==> config.mk <==
export PLATFORM = sky130hd
export DESIGN_NAME = ring_list_with_indexed_removal
export DESIGN_NICKNAME = d
export VERILOG_FILES = /design/src/rtl/core/rlir_pkg.sv /design/src/rtl/core/rlir_ram.sv /design/src/rtl/core/ring_list_with_indexed_removal.sv
export SDC_FILE = /design/constraint.sdc
export NUM_CORES = 2
export LEC_CHECK = 0
export BUFFER_PORTS_ARGS = -buffer_cell sky130_fd_sc_hd__buf_2
export CAP_MARGIN = 10
export CORE_MARGIN = 1.5
export CORE_UTILIZATION = 60
export DETAILED_ROUTE_END_ITERATION = 12
export MAX_ROUTING_LAYER = met4
export PLACE_DENSITY = 0.87
export RECOVER_POWER = 50
export SYNTH_ARGS = -nofsm -noshare
export SYNTH_HDL_FRONTEND = slang
export SYNTH_HIERARCHICAL = 1
export SYNTH_SLANG_ARGS = --single-unit
==> constraint.sdc <==
create_clock -name i_clk -period 9.7 [get_ports i_clk]
set_input_delay 1.94 -clock i_clk [delete_from_list [all_inputs] [get_ports i_clk]]
set_output_delay 1.94 -clock i_clk [all_outputs]
set_load 0.005 [all_outputs]
==> src/rtl/core/rlir_pkg.sv <==
// Shared constants, codes and types of the ring list block.
package rlir_pkg;

    localparam int DEPTH       = 64;
    localparam int ENTRY_WIDTH = 32;
    localparam int AW          = $clog2(DEPTH);
    localparam int CW          = $clog2(DEPTH + 1);

    localparam int FUNC_W      = 2;
    localparam int INDEX_W     = 6;
    localparam int ENTRY_IN_W  = 32;
    localparam int ENTRY_OUT_W = 32;
    localparam int LENGTH_W    = 7;
    localparam int STATUS_W    = 2;

    localparam int IN_TDATA_W  = 40;
    localparam int OUT_TDATA_W = 48;

    typedef enum logic [FUNC_W-1:0] {
        FUNC_APPEND = 2'd0,
        FUNC_REMOVE = 2'd1,
        FUNC_READ   = 2'd2,
        FUNC_CLEAR  = 2'd3
    } t_func;

    typedef enum logic [STATUS_W-1:0] {
        STATUS_OK    = 2'd0,
        STATUS_FULL  = 2'd1,
        STATUS_RANGE = 2'd2
    } t_status;

    typedef enum logic [1:0] {
        ST_IDLE,
        ST_RD_WAIT,
        ST_SHIFT,
        ST_DONE
    } t_state;

endpackage

==> src/rtl/core/rlir_ram.sv <==
// Simple dual-port synchronous RAM: one write port, one registered read port.
module rlir_ram #(
    parameter int DEPTH = 64,
    parameter int WIDTH = 32,
    localparam int AW   = $clog2(DEPTH)
) (
    input  logic             i_clk,
    input  logic             i_we,
    input  logic [AW-1:0]    i_waddr,
    input  logic [WIDTH-1:0] i_wdata,
    input  logic [AW-1:0]    i_raddr,
    output logic [WIDTH-1:0] o_rdata
);

    logic [WIDTH-1:0] r_mem [DEPTH];
    logic [WIDTH-1:0] r_rdata;

    // write port
    always_ff @(posedge i_clk) begin
        if (i_we) begin
            r_mem[i_waddr] <= i_wdata;
        end
    end

    // read port, registered
    always_ff @(posedge i_clk) begin
        r_rdata <= r_mem[i_raddr];
    end

    assign o_rdata = r_rdata;

endmodule

==> src/rtl/core/ring_list_with_indexed_removal.sv <==
// Ring list with indexed removal: top level, control FSM and list pointers.
//
// Usage: each item on the s_axis channel carries one operation in tuser
// (append, remove at index, read at index, clear) with index and entry data
// in tdata. Every item gives exactly one result item on m_axis: entry read,
// list length after the operation, and a status (ok, full, index out of range).
// Items are handled one at a time; s_axis_tready is high while the block idles.
// Steps per item: append, clear, front or back removal and any failed
// operation go from accept straight to the result state; a read passes a RAM
// read wait state first; a removal in the middle passes a shift state that
// moves the m entries on the shorter side of the gap (at most DEPTH/2 - 1),
// one entry per cycle through the entry RAM's single read and single write
// port in a pipelined read-then-write-back loop. The result item is loaded
// into the output register as the block returns to idle.
// A result waits in the output register while m_axis_tready is low; the next
// item is accepted meanwhile and its work finishes, then it holds until the
// output register frees up.
// Reset (i_rst_n low, synchronous) empties the list and drops m_axis_tvalid;
// RAM contents are not cleared, no clearing pass is needed.
module ring_list_with_indexed_removal
    import rlir_pkg::*;
(
    input  logic                   i_clk,
    input  logic                   i_rst_n,
    input  logic                   s_axis_tvalid,
    output logic                   s_axis_tready,
    // fields from bit 0: index[5:0], entry_in[37:6], zero fill
    input  logic [IN_TDATA_W-1:0]  s_axis_tdata,
    // fields from bit 0: func[1:0]
    input  logic [FUNC_W-1:0]      s_axis_tuser,
    output logic                   m_axis_tvalid,
    input  logic                   m_axis_tready,
    // fields from bit 0: entry_out[31:0], length[38:32], zero fill
    output logic [OUT_TDATA_W-1:0] m_axis_tdata,
    // fields from bit 0: status[1:0]
    output logic [STATUS_W-1:0]    m_axis_tuser
);

    // physical slot of logical position i
    function automatic logic [AW-1:0] phys(input logic [AW-1:0] head,
                                           input logic [AW-1:0] i);
        logic [AW:0] sum;
        sum = {1'b0, head} + {1'b0, i};
        if (sum >= (AW+1)'(DEPTH)) begin
            sum = sum - (AW+1)'(DEPTH);
        end
        return sum[AW-1:0];
    endfunction

    t_state                 r_state, n_state;
    logic [AW-1:0]          r_head, n_head;
    logic [CW-1:0]          r_count, n_count;
    t_status                r_status, n_status;
    logic [ENTRY_OUT_W-1:0] r_entry, n_entry;
    logic [AW-1:0]          r_wr, n_wr;
    logic [AW-1:0]          r_rd, n_rd;
    logic [CW-1:0]          r_left, n_left;
    logic                   r_front, n_front;
    logic                   r_out_valid, n_out_valid;
    logic [ENTRY_OUT_W-1:0] r_out_entry, n_out_entry;
    logic [LENGTH_W-1:0]    r_out_len, n_out_len;
    t_status                r_out_status, n_out_status;

    logic                   in_accept;
    t_func                  in_func;
    logic [INDEX_W-1:0]     in_index;
    logic [ENTRY_IN_W-1:0]  in_entry;
    logic [CW-1:0]          idx_c;
    logic [AW-1:0]          idx_a;
    logic                   in_range;
    logic                   is_front;
    logic                   need_shift;
    logic                   need_read;
    logic                   out_free;

    logic                   ram_we;
    logic [AW-1:0]          ram_waddr;
    logic [ENTRY_WIDTH-1:0] ram_wdata;
    logic [AW-1:0]          rd_log;
    logic [ENTRY_WIDTH-1:0] ram_rdata;

    // input unpacking and decode
    assign in_accept = s_axis_tvalid && s_axis_tready;
    assign in_func   = t_func'(s_axis_tuser);
    assign in_index  = s_axis_tdata[INDEX_W-1:0];
    assign in_entry  = s_axis_tdata[INDEX_W +: ENTRY_IN_W];
    assign idx_c     = CW'(in_index);
    assign idx_a     = AW'(in_index);
    assign in_range  = idx_c < r_count;
    assign is_front  = idx_c < (r_count >> 1);
    assign out_free  = !r_out_valid || m_axis_tready;

    // middle removal needs a shift; read needs a RAM access
    assign need_shift = (in_func == FUNC_REMOVE) && in_range && (idx_c != '0) &&
                        ((idx_c + CW'(1)) != r_count);
    assign need_read  = (in_func == FUNC_READ) && in_range;

    assign s_axis_tready = (r_state == ST_IDLE);

    // next state
    always_comb begin
        n_state = r_state;
        case (r_state)
            ST_IDLE: begin
                if (in_accept) begin
                    if (need_read) begin
                        n_state = ST_RD_WAIT;
                    end else if (need_shift) begin
                        n_state = ST_SHIFT;
                    end else begin
                        n_state = ST_DONE;
                    end
                end
            end
            ST_RD_WAIT: n_state = ST_DONE;
            ST_SHIFT: begin
                if (r_left == CW'(1)) begin
                    n_state = ST_DONE;
                end
            end
            ST_DONE: begin
                if (out_free) begin
                    n_state = ST_IDLE;
                end
            end
            default: n_state = ST_IDLE;
        endcase
    end

    // datapath, RAM control and result register
    always_comb begin
        n_head       = r_head;
        n_count      = r_count;
        n_status     = r_status;
        n_entry      = r_entry;
        n_wr         = r_wr;
        n_rd         = r_rd;
        n_left       = r_left;
        n_front      = r_front;
        n_out_valid  = r_out_valid && !m_axis_tready;
        n_out_entry  = r_out_entry;
        n_out_len    = r_out_len;
        n_out_status = r_out_status;
        ram_we       = 1'b0;
        ram_waddr    = phys(r_head, r_wr);
        ram_wdata    = ram_rdata;
        rd_log       = r_rd;
        case (r_state)
            ST_IDLE: begin
                if (in_accept) begin
                    n_status = STATUS_OK;
                    n_entry  = '0;
                    case (in_func)
                        FUNC_APPEND: begin
                            if (r_count == CW'(DEPTH)) begin
                                n_status = STATUS_FULL;
                            end else begin
                                ram_we    = 1'b1;
                                ram_waddr = phys(r_head, r_count[AW-1:0]);
                                ram_wdata = in_entry[ENTRY_WIDTH-1:0];
                                n_count   = r_count + CW'(1);
                            end
                        end
                        FUNC_REMOVE: begin
                            if (!in_range) begin
                                n_status = STATUS_RANGE;
                            end else if (idx_c == '0) begin
                                // front entry: the head moves and the count shrinks
                                n_head  = phys(r_head, AW'(1));
                                n_count = r_count - CW'(1);
                            end else if ((idx_c + CW'(1)) == r_count) begin
                                // last entry: only the count shrinks
                                n_count = r_count - CW'(1);
                            end else if (is_front) begin
                                // front part moves one place toward the back
                                n_front = 1'b1;
                                rd_log  = idx_a - AW'(1);
                                n_rd    = idx_a - AW'(2);
                                n_wr    = idx_a;
                                n_left  = idx_c;
                            end else begin
                                // back part moves one place toward the front
                                n_front = 1'b0;
                                rd_log  = idx_a + AW'(1);
                                n_rd    = idx_a + AW'(2);
                                n_wr    = idx_a;
                                n_left  = r_count - CW'(1) - idx_c;
                            end
                        end
                        FUNC_READ: begin
                            if (!in_range) begin
                                n_status = STATUS_RANGE;
                            end else begin
                                rd_log = idx_a;
                            end
                        end
                        FUNC_CLEAR: begin
                            n_count = '0;
                            n_head  = '0;
                        end
                        default: n_status = STATUS_OK;
                    endcase
                end
            end
            ST_RD_WAIT: begin
                n_entry = ENTRY_OUT_W'(ram_rdata);
            end
            ST_SHIFT: begin
                // write back the entry read last cycle, issue the next read
                ram_we = 1'b1;
                n_wr   = r_front ? (r_wr - AW'(1)) : (r_wr + AW'(1));
                n_rd   = r_front ? (r_rd - AW'(1)) : (r_rd + AW'(1));
                n_left = r_left - CW'(1);
                if (r_left == CW'(1)) begin
                    n_count = r_count - CW'(1);
                    if (r_front) begin
                        n_head = phys(r_head, AW'(1));
                    end
                end
            end
            ST_DONE: begin
                if (out_free) begin
                    n_out_valid  = 1'b1;
                    n_out_entry  = r_entry;
                    n_out_len    = LENGTH_W'(r_count);
                    n_out_status = r_status;
                end
            end
            default: n_status = r_status;
        endcase
    end

    // control registers
    always_ff @(posedge i_clk) begin
        if (!i_rst_n) begin
            r_state     <= ST_IDLE;
            r_head      <= '0;
            r_count     <= '0;
            r_out_valid <= 1'b0;
        end else begin
            r_state     <= n_state;
            r_head      <= n_head;
            r_count     <= n_count;
            r_out_valid <= n_out_valid;
        end
    end

    // payload registers
    always_ff @(posedge i_clk) begin
        r_status     <= n_status;
        r_entry      <= n_entry;
        r_wr         <= n_wr;
        r_rd         <= n_rd;
        r_left       <= n_left;
        r_front      <= n_front;
        r_out_entry  <= n_out_entry;
        r_out_len    <= n_out_len;
        r_out_status <= n_out_status;
    end

    // entry store
    rlir_ram #(
        .DEPTH (DEPTH),
        .WIDTH (ENTRY_WIDTH)
    ) u_ram (
        .i_clk   (i_clk),
        .i_we    (ram_we),
        .i_waddr (ram_waddr),
        .i_wdata (ram_wdata),
        .i_raddr (phys(r_head, rd_log)),
        .o_rdata (ram_rdata)
    );

    // output packing
    assign m_axis_tvalid = r_out_valid;
    assign m_axis_tdata  = {(OUT_TDATA_W - ENTRY_OUT_W - LENGTH_W)'(0), r_out_len, r_out_entry};
    assign m_axis_tuser  = r_out_status;

endmodule

==> summary.txt <==
Drt
  – Via total after detailed routing: 48500
  – DRT iter0 DRCs: 9083
  – Total DRC errors in the routed layout: 0
  – Number of antenna-violating nets in the routed design: 0
  – Number of detailed-route iterations in the first pass: 7
  – Post-DR wirelength/cell: roughly 39 um
  – Routed Wire Length: about 250000 um
  – Post-DR vias/cell: roughly 7.5

Critical path
  – Classification of the worst setup path: reg -> reg
  – Largest stage delay, worst path: roughly 2.7 ns
  – Nature of the critical path startpoint: register
  – Critical path required time: just over 10 ns
  – Critical Path AT: 9.38 ns
  – Worst-case register-to-register setup slack: a little under 0.8 ns
  – Cells along the critical path: inv_1 -> ha_1 -> nor3b_1 -> and3_1 -> a21oi_1 -> buf_4 -> nor2_1 -> a21oi_1 -> nand4b_1 -> nor2_4 -> buf_4
  – Top delay family on crit path: compound AO/OA/AOI/OAI gates
  – Standard cell with the maximum stage delay on the critical path: sky130_fd_sc_hd__a21oi_1
  – Number of buffers and inverters on the critical path: 3
  – Depth of the worst register-to-register path: 11
  – Crit end category: register
  – Endpoint of the most critical register-to-register path: u_ram/r_mem[47][5]
  – Maximum fanout encountered on the critical timing path: 23
  – Worst r2r src: r_count[1]

Finish
  – Synth-to-layout area growth: 10.8%
  – Post-Layout Cell Count: 6434
  – Register area: 0.0653 mm2
  – Combined area of the multi-input logic cells: between 0.015 and 0.02 mm2
  – Count of nets after finishing: about 4500
  – Total of fill cells in the finished design: 7871
  – Layout cell share with drive strength beyond 1: 0.220

Clock network
  – CTS H-Tree Depth: 4
  – Library cell used as clock root buffer: sky130_fd_sc_hd__clkbuf_16
  – Clock Tree Buf Depth: 3
  – Clock Latency Late Sink: 0.87 ns
  – # clock sinks: around 2200
  – Number of buffers added by the clock tree synthesis step: 197
  – Post-CTS setup buffers: 0
  – TritonCTS clock tree: done
  – Number of gates given a new drive strength after cts: 0
  – Cts-stage hold buffer count: 0
  – Clock transition at the registers of the reported paths: about 0.06 ns

Global routing
  – Vias in the first global route: ~48000
  – Global Route Usage Sum: 0.341
  – Largest net degree at the start of global routing: between 60 and 70
  – First-pass GRT wire length: about 340000 um
  – Number of antenna violations at the first check in global routing: 15
  – Global-route congestion overflow total: 0

Worst hold path
  – Hold path startpoint: r_entry[3]
  – Endpoint of the worst hold-timing path: r_out_entry[3]
  – Cell depth of the worst hold path: 0
  – Hold Crit Class: reg -> reg

Logic synthesis
  – Cell taking the most area after synthesis: sky130_fd_sc_hd__edfxtp_1
  – Multiplexer area fraction after synthesis: 0.145
  – Register bit count reported by yosys: ~2200
  – Cell count after synthesis: between 4000 and 5000
  – Number of warnings printed during yosys synthesis: 6
  – Main combinational cell family by area after synthesis: multiplexers
  – EDFF count, synth: between 2000 and 2500
  – Area of the mapped netlist: between 0.08 and 0.09 mm2
  – Post-synthesis sequential area ratio: 0.757
  – Commonest register cell after synthesis: sky130_fd_sc_hd__edfxtp_1
  – Adder-cell share of the synthesized area: 0.0106
  – Top cell types by occurrence after synthesis: sky130_fd_sc_hd__edfxtp_1 (2143), sky130_fd_sc_hd__mux4_2 (446), sky130_fd_sc_hd__mux2i_1 (204)
  – Post-Syn Area per Cell: between 20 and 25 um2
  – Synth top area share: 0.746
  – Compound-Gate Fraction of Synth Area: 0.0405
  – Cell types with the largest area share after synthesis: sky130_fd_sc_hd__edfxtp_1 (75%), sky130_fd_sc_hd__mux4_2 (12%), sky130_fd_sc_hd__mux2i_1 (2.4%), sky130_fd_sc_hd__a22oi_1 (1.2%), sky130_fd_sc_hd__dfxtp_1 (1.1%)
  – Share of synthesized registers carrying an async set or reset: 0
  – Cell with the most instances after synthesis: sky130_fd_sc_hd__edfxtp_1
  – Post-Synth XOR/XNOR Area: 0.00548
  – Area fraction in and, or, nand and nor cells after synthesis: 0.0226
  – Post-synthesis cell type count: 75

Timing
  – Final setup margin: roughly 0.79 ns
  – Fmax: 0.112 GHz
  – Fraction of the cycle the final worst path needs: 0.918
  – Count of final max-slew check failures: just under 2000
  – Final count of negative-setup-slack endpoints: 0
  – Worst clock skew on the final layout: roughly 0.055 ns
  – Final critical delay including setup and external delays: between 8 and 9 ns
  – Unrepaired setup endpoints after global routing: no
  – Final hold violation count: 0
  – Normalized max-slew margin: -1.40
  – Post-route setup TNS: 0 ns
  – Measured slew at the worst slew-check pin: around 3.6 ns

Placed design
  – HPWL reported at the end of detailed placement: about 120000 um
  – IO buf count: 86
  – Placement-stage worst setup slack: roughly 1.7 ns
  – Gpl congestion: a little under 0.9
  – Placed Cells incl. Taps: a little over 6000

Floorplanning
  – Height of the chip: ~380 um
  – Area of the die: around 0.15 mm2
  – Initial standard-cell utilization of the core: 0.607
  – I/O pins: 98
  – Placement row count: between 100 and 150
  – Core Box Area: approximately 0.14 mm2
  – Die X: around 380 um

Flow run
  – Max-cap check violation count: 35

Run status
  – Result of the run: complete, but fails checks
  – Failing checks: capacitance limit, slew limit

Power and ir drop
  – PD cells: 323 mW/mm2
  – Static Leakage: just over 30 nW
  – Worst ir drop on vdd: between 200 and 250 uV
  – PnR Total Power: ~30 mW
[metal layers]
metal,vias to the layer above,wire (um),track usage
met5,-,0,-
li1,17700,-,-
met1,24000,75800,0.408
met2,5488,120000,0.536
met3,1253,33100,0.0747
met4,0,18900,0.203
[state kept, by name (all words and copies together), names as in the netlist]
register	cells
r_front	1
r_wr	6
r_count	7
r_status	2
r_left	7
r_rd	6
r_out_entry	32
r_head	6
r_state	2
m_axis_tuser	2
u_ram/r_mem	2048
r_out_len	7
u_ram/o_rdata	32
m_axis_tvalid	1
r_entry	32
[cells by family (layout without fill, tap and decap cells)]
kind of cell,count (synthesis),in the layout
other cells,1,26
simple gates,390,390
xor+xnor,54,54
mux,685,685
fa+ha+maj,68,68
buf+inv,292,630
compound gates,500,500
flops,2191,2191
[stage by stage]
stage / hold slack, ns / util / cell area, um2
after floorplan: 0.400 / - / 86300
after global placement: 0.401 / 0.629 / 89400
after detailed placement: 0.405 / 0.629 / 89400
after CTS: 0.416 / 0.672 / 95500
after global routing: 0.417 / 0.672 / 95600
final: 0.417 / 0.672 / 95600
[worst max-delay path by stage]
| stage | cells past startpoint | startpoint | slack, ns | endpoint |
|---|---|---|---|---|
| finish | 11 | r_count[1] | 0.79 | u_ram/r_mem[47][5] |
| global route | 26 | s_axis_tdata[1] | 0.97 | u_ram/o_rdata[26] |
| CTS | 23 | s_axis_tdata[0] | 2.16 | u_ram/o_rdata[26] |
| detailed placement | 25 | s_axis_tdata[2] | 1.69 | u_ram/o_rdata[26] |
| global placement | 21 | s_axis_tdata[2] | 1.81 | u_ram/o_rdata[31] |
| floorplan | 25 | s_axis_tdata[2] | 3.02 | u_ram/o_rdata[22] |
[where the power goes]
group | switching [mW] | internal, mW
sequential | 0.267 | 12.4
clock | 3.59 | 4.17
combinational | 6.74 | 3.74
[placed cells by master, fill, tap and decap left out, types with 46 or more instances in the layout]
| cell type | n |
|---|---|
| sky130_fd_sc_hd__a21oi_1 | 75 |
| sky130_fd_sc_hd__clkbuf_1 | 82 |
| sky130_fd_sc_hd__mux4_2 | 446 |
| sky130_fd_sc_hd__buf_2 | 61 |
| sky130_fd_sc_hd__nand3_1 | 58 |
| sky130_fd_sc_hd__o21ai_0 | 46 |
| sky130_fd_sc_hd__mux2i_1 | 204 |
| sky130_fd_sc_hd__a22oi_1 | 134 |
| sky130_fd_sc_hd__ha_1 | 59 |
| sky130_fd_sc_hd__dfxtp_1 | 48 |
| sky130_fd_sc_hd__nor2_4 | 65 |
| sky130_fd_sc_hd__edfxtp_1 | 2143 |
| sky130_fd_sc_hd__nand2_1 | 63 |
| sky130_fd_sc_hd__buf_4 | 104 |
| sky130_fd_sc_hd__clkbuf_16 | 200 |
| sky130_fd_sc_hd__nor2_1 | 52 |
[final cells by class]
cell class,count,share of cell area
Multi-Input combinational cell,1706,0.208
Antenna cell,17,0.000445
Timing Repair Buffer,221,0.0162
Tap cell,1890,0.0247
Inverter,52,0.00212
Sequential cell,2191,0.683
Clock inverter,99,0.00835
Clock buffer,258,0.0563
Note: power is estimated with default switching activity, not from simulation.
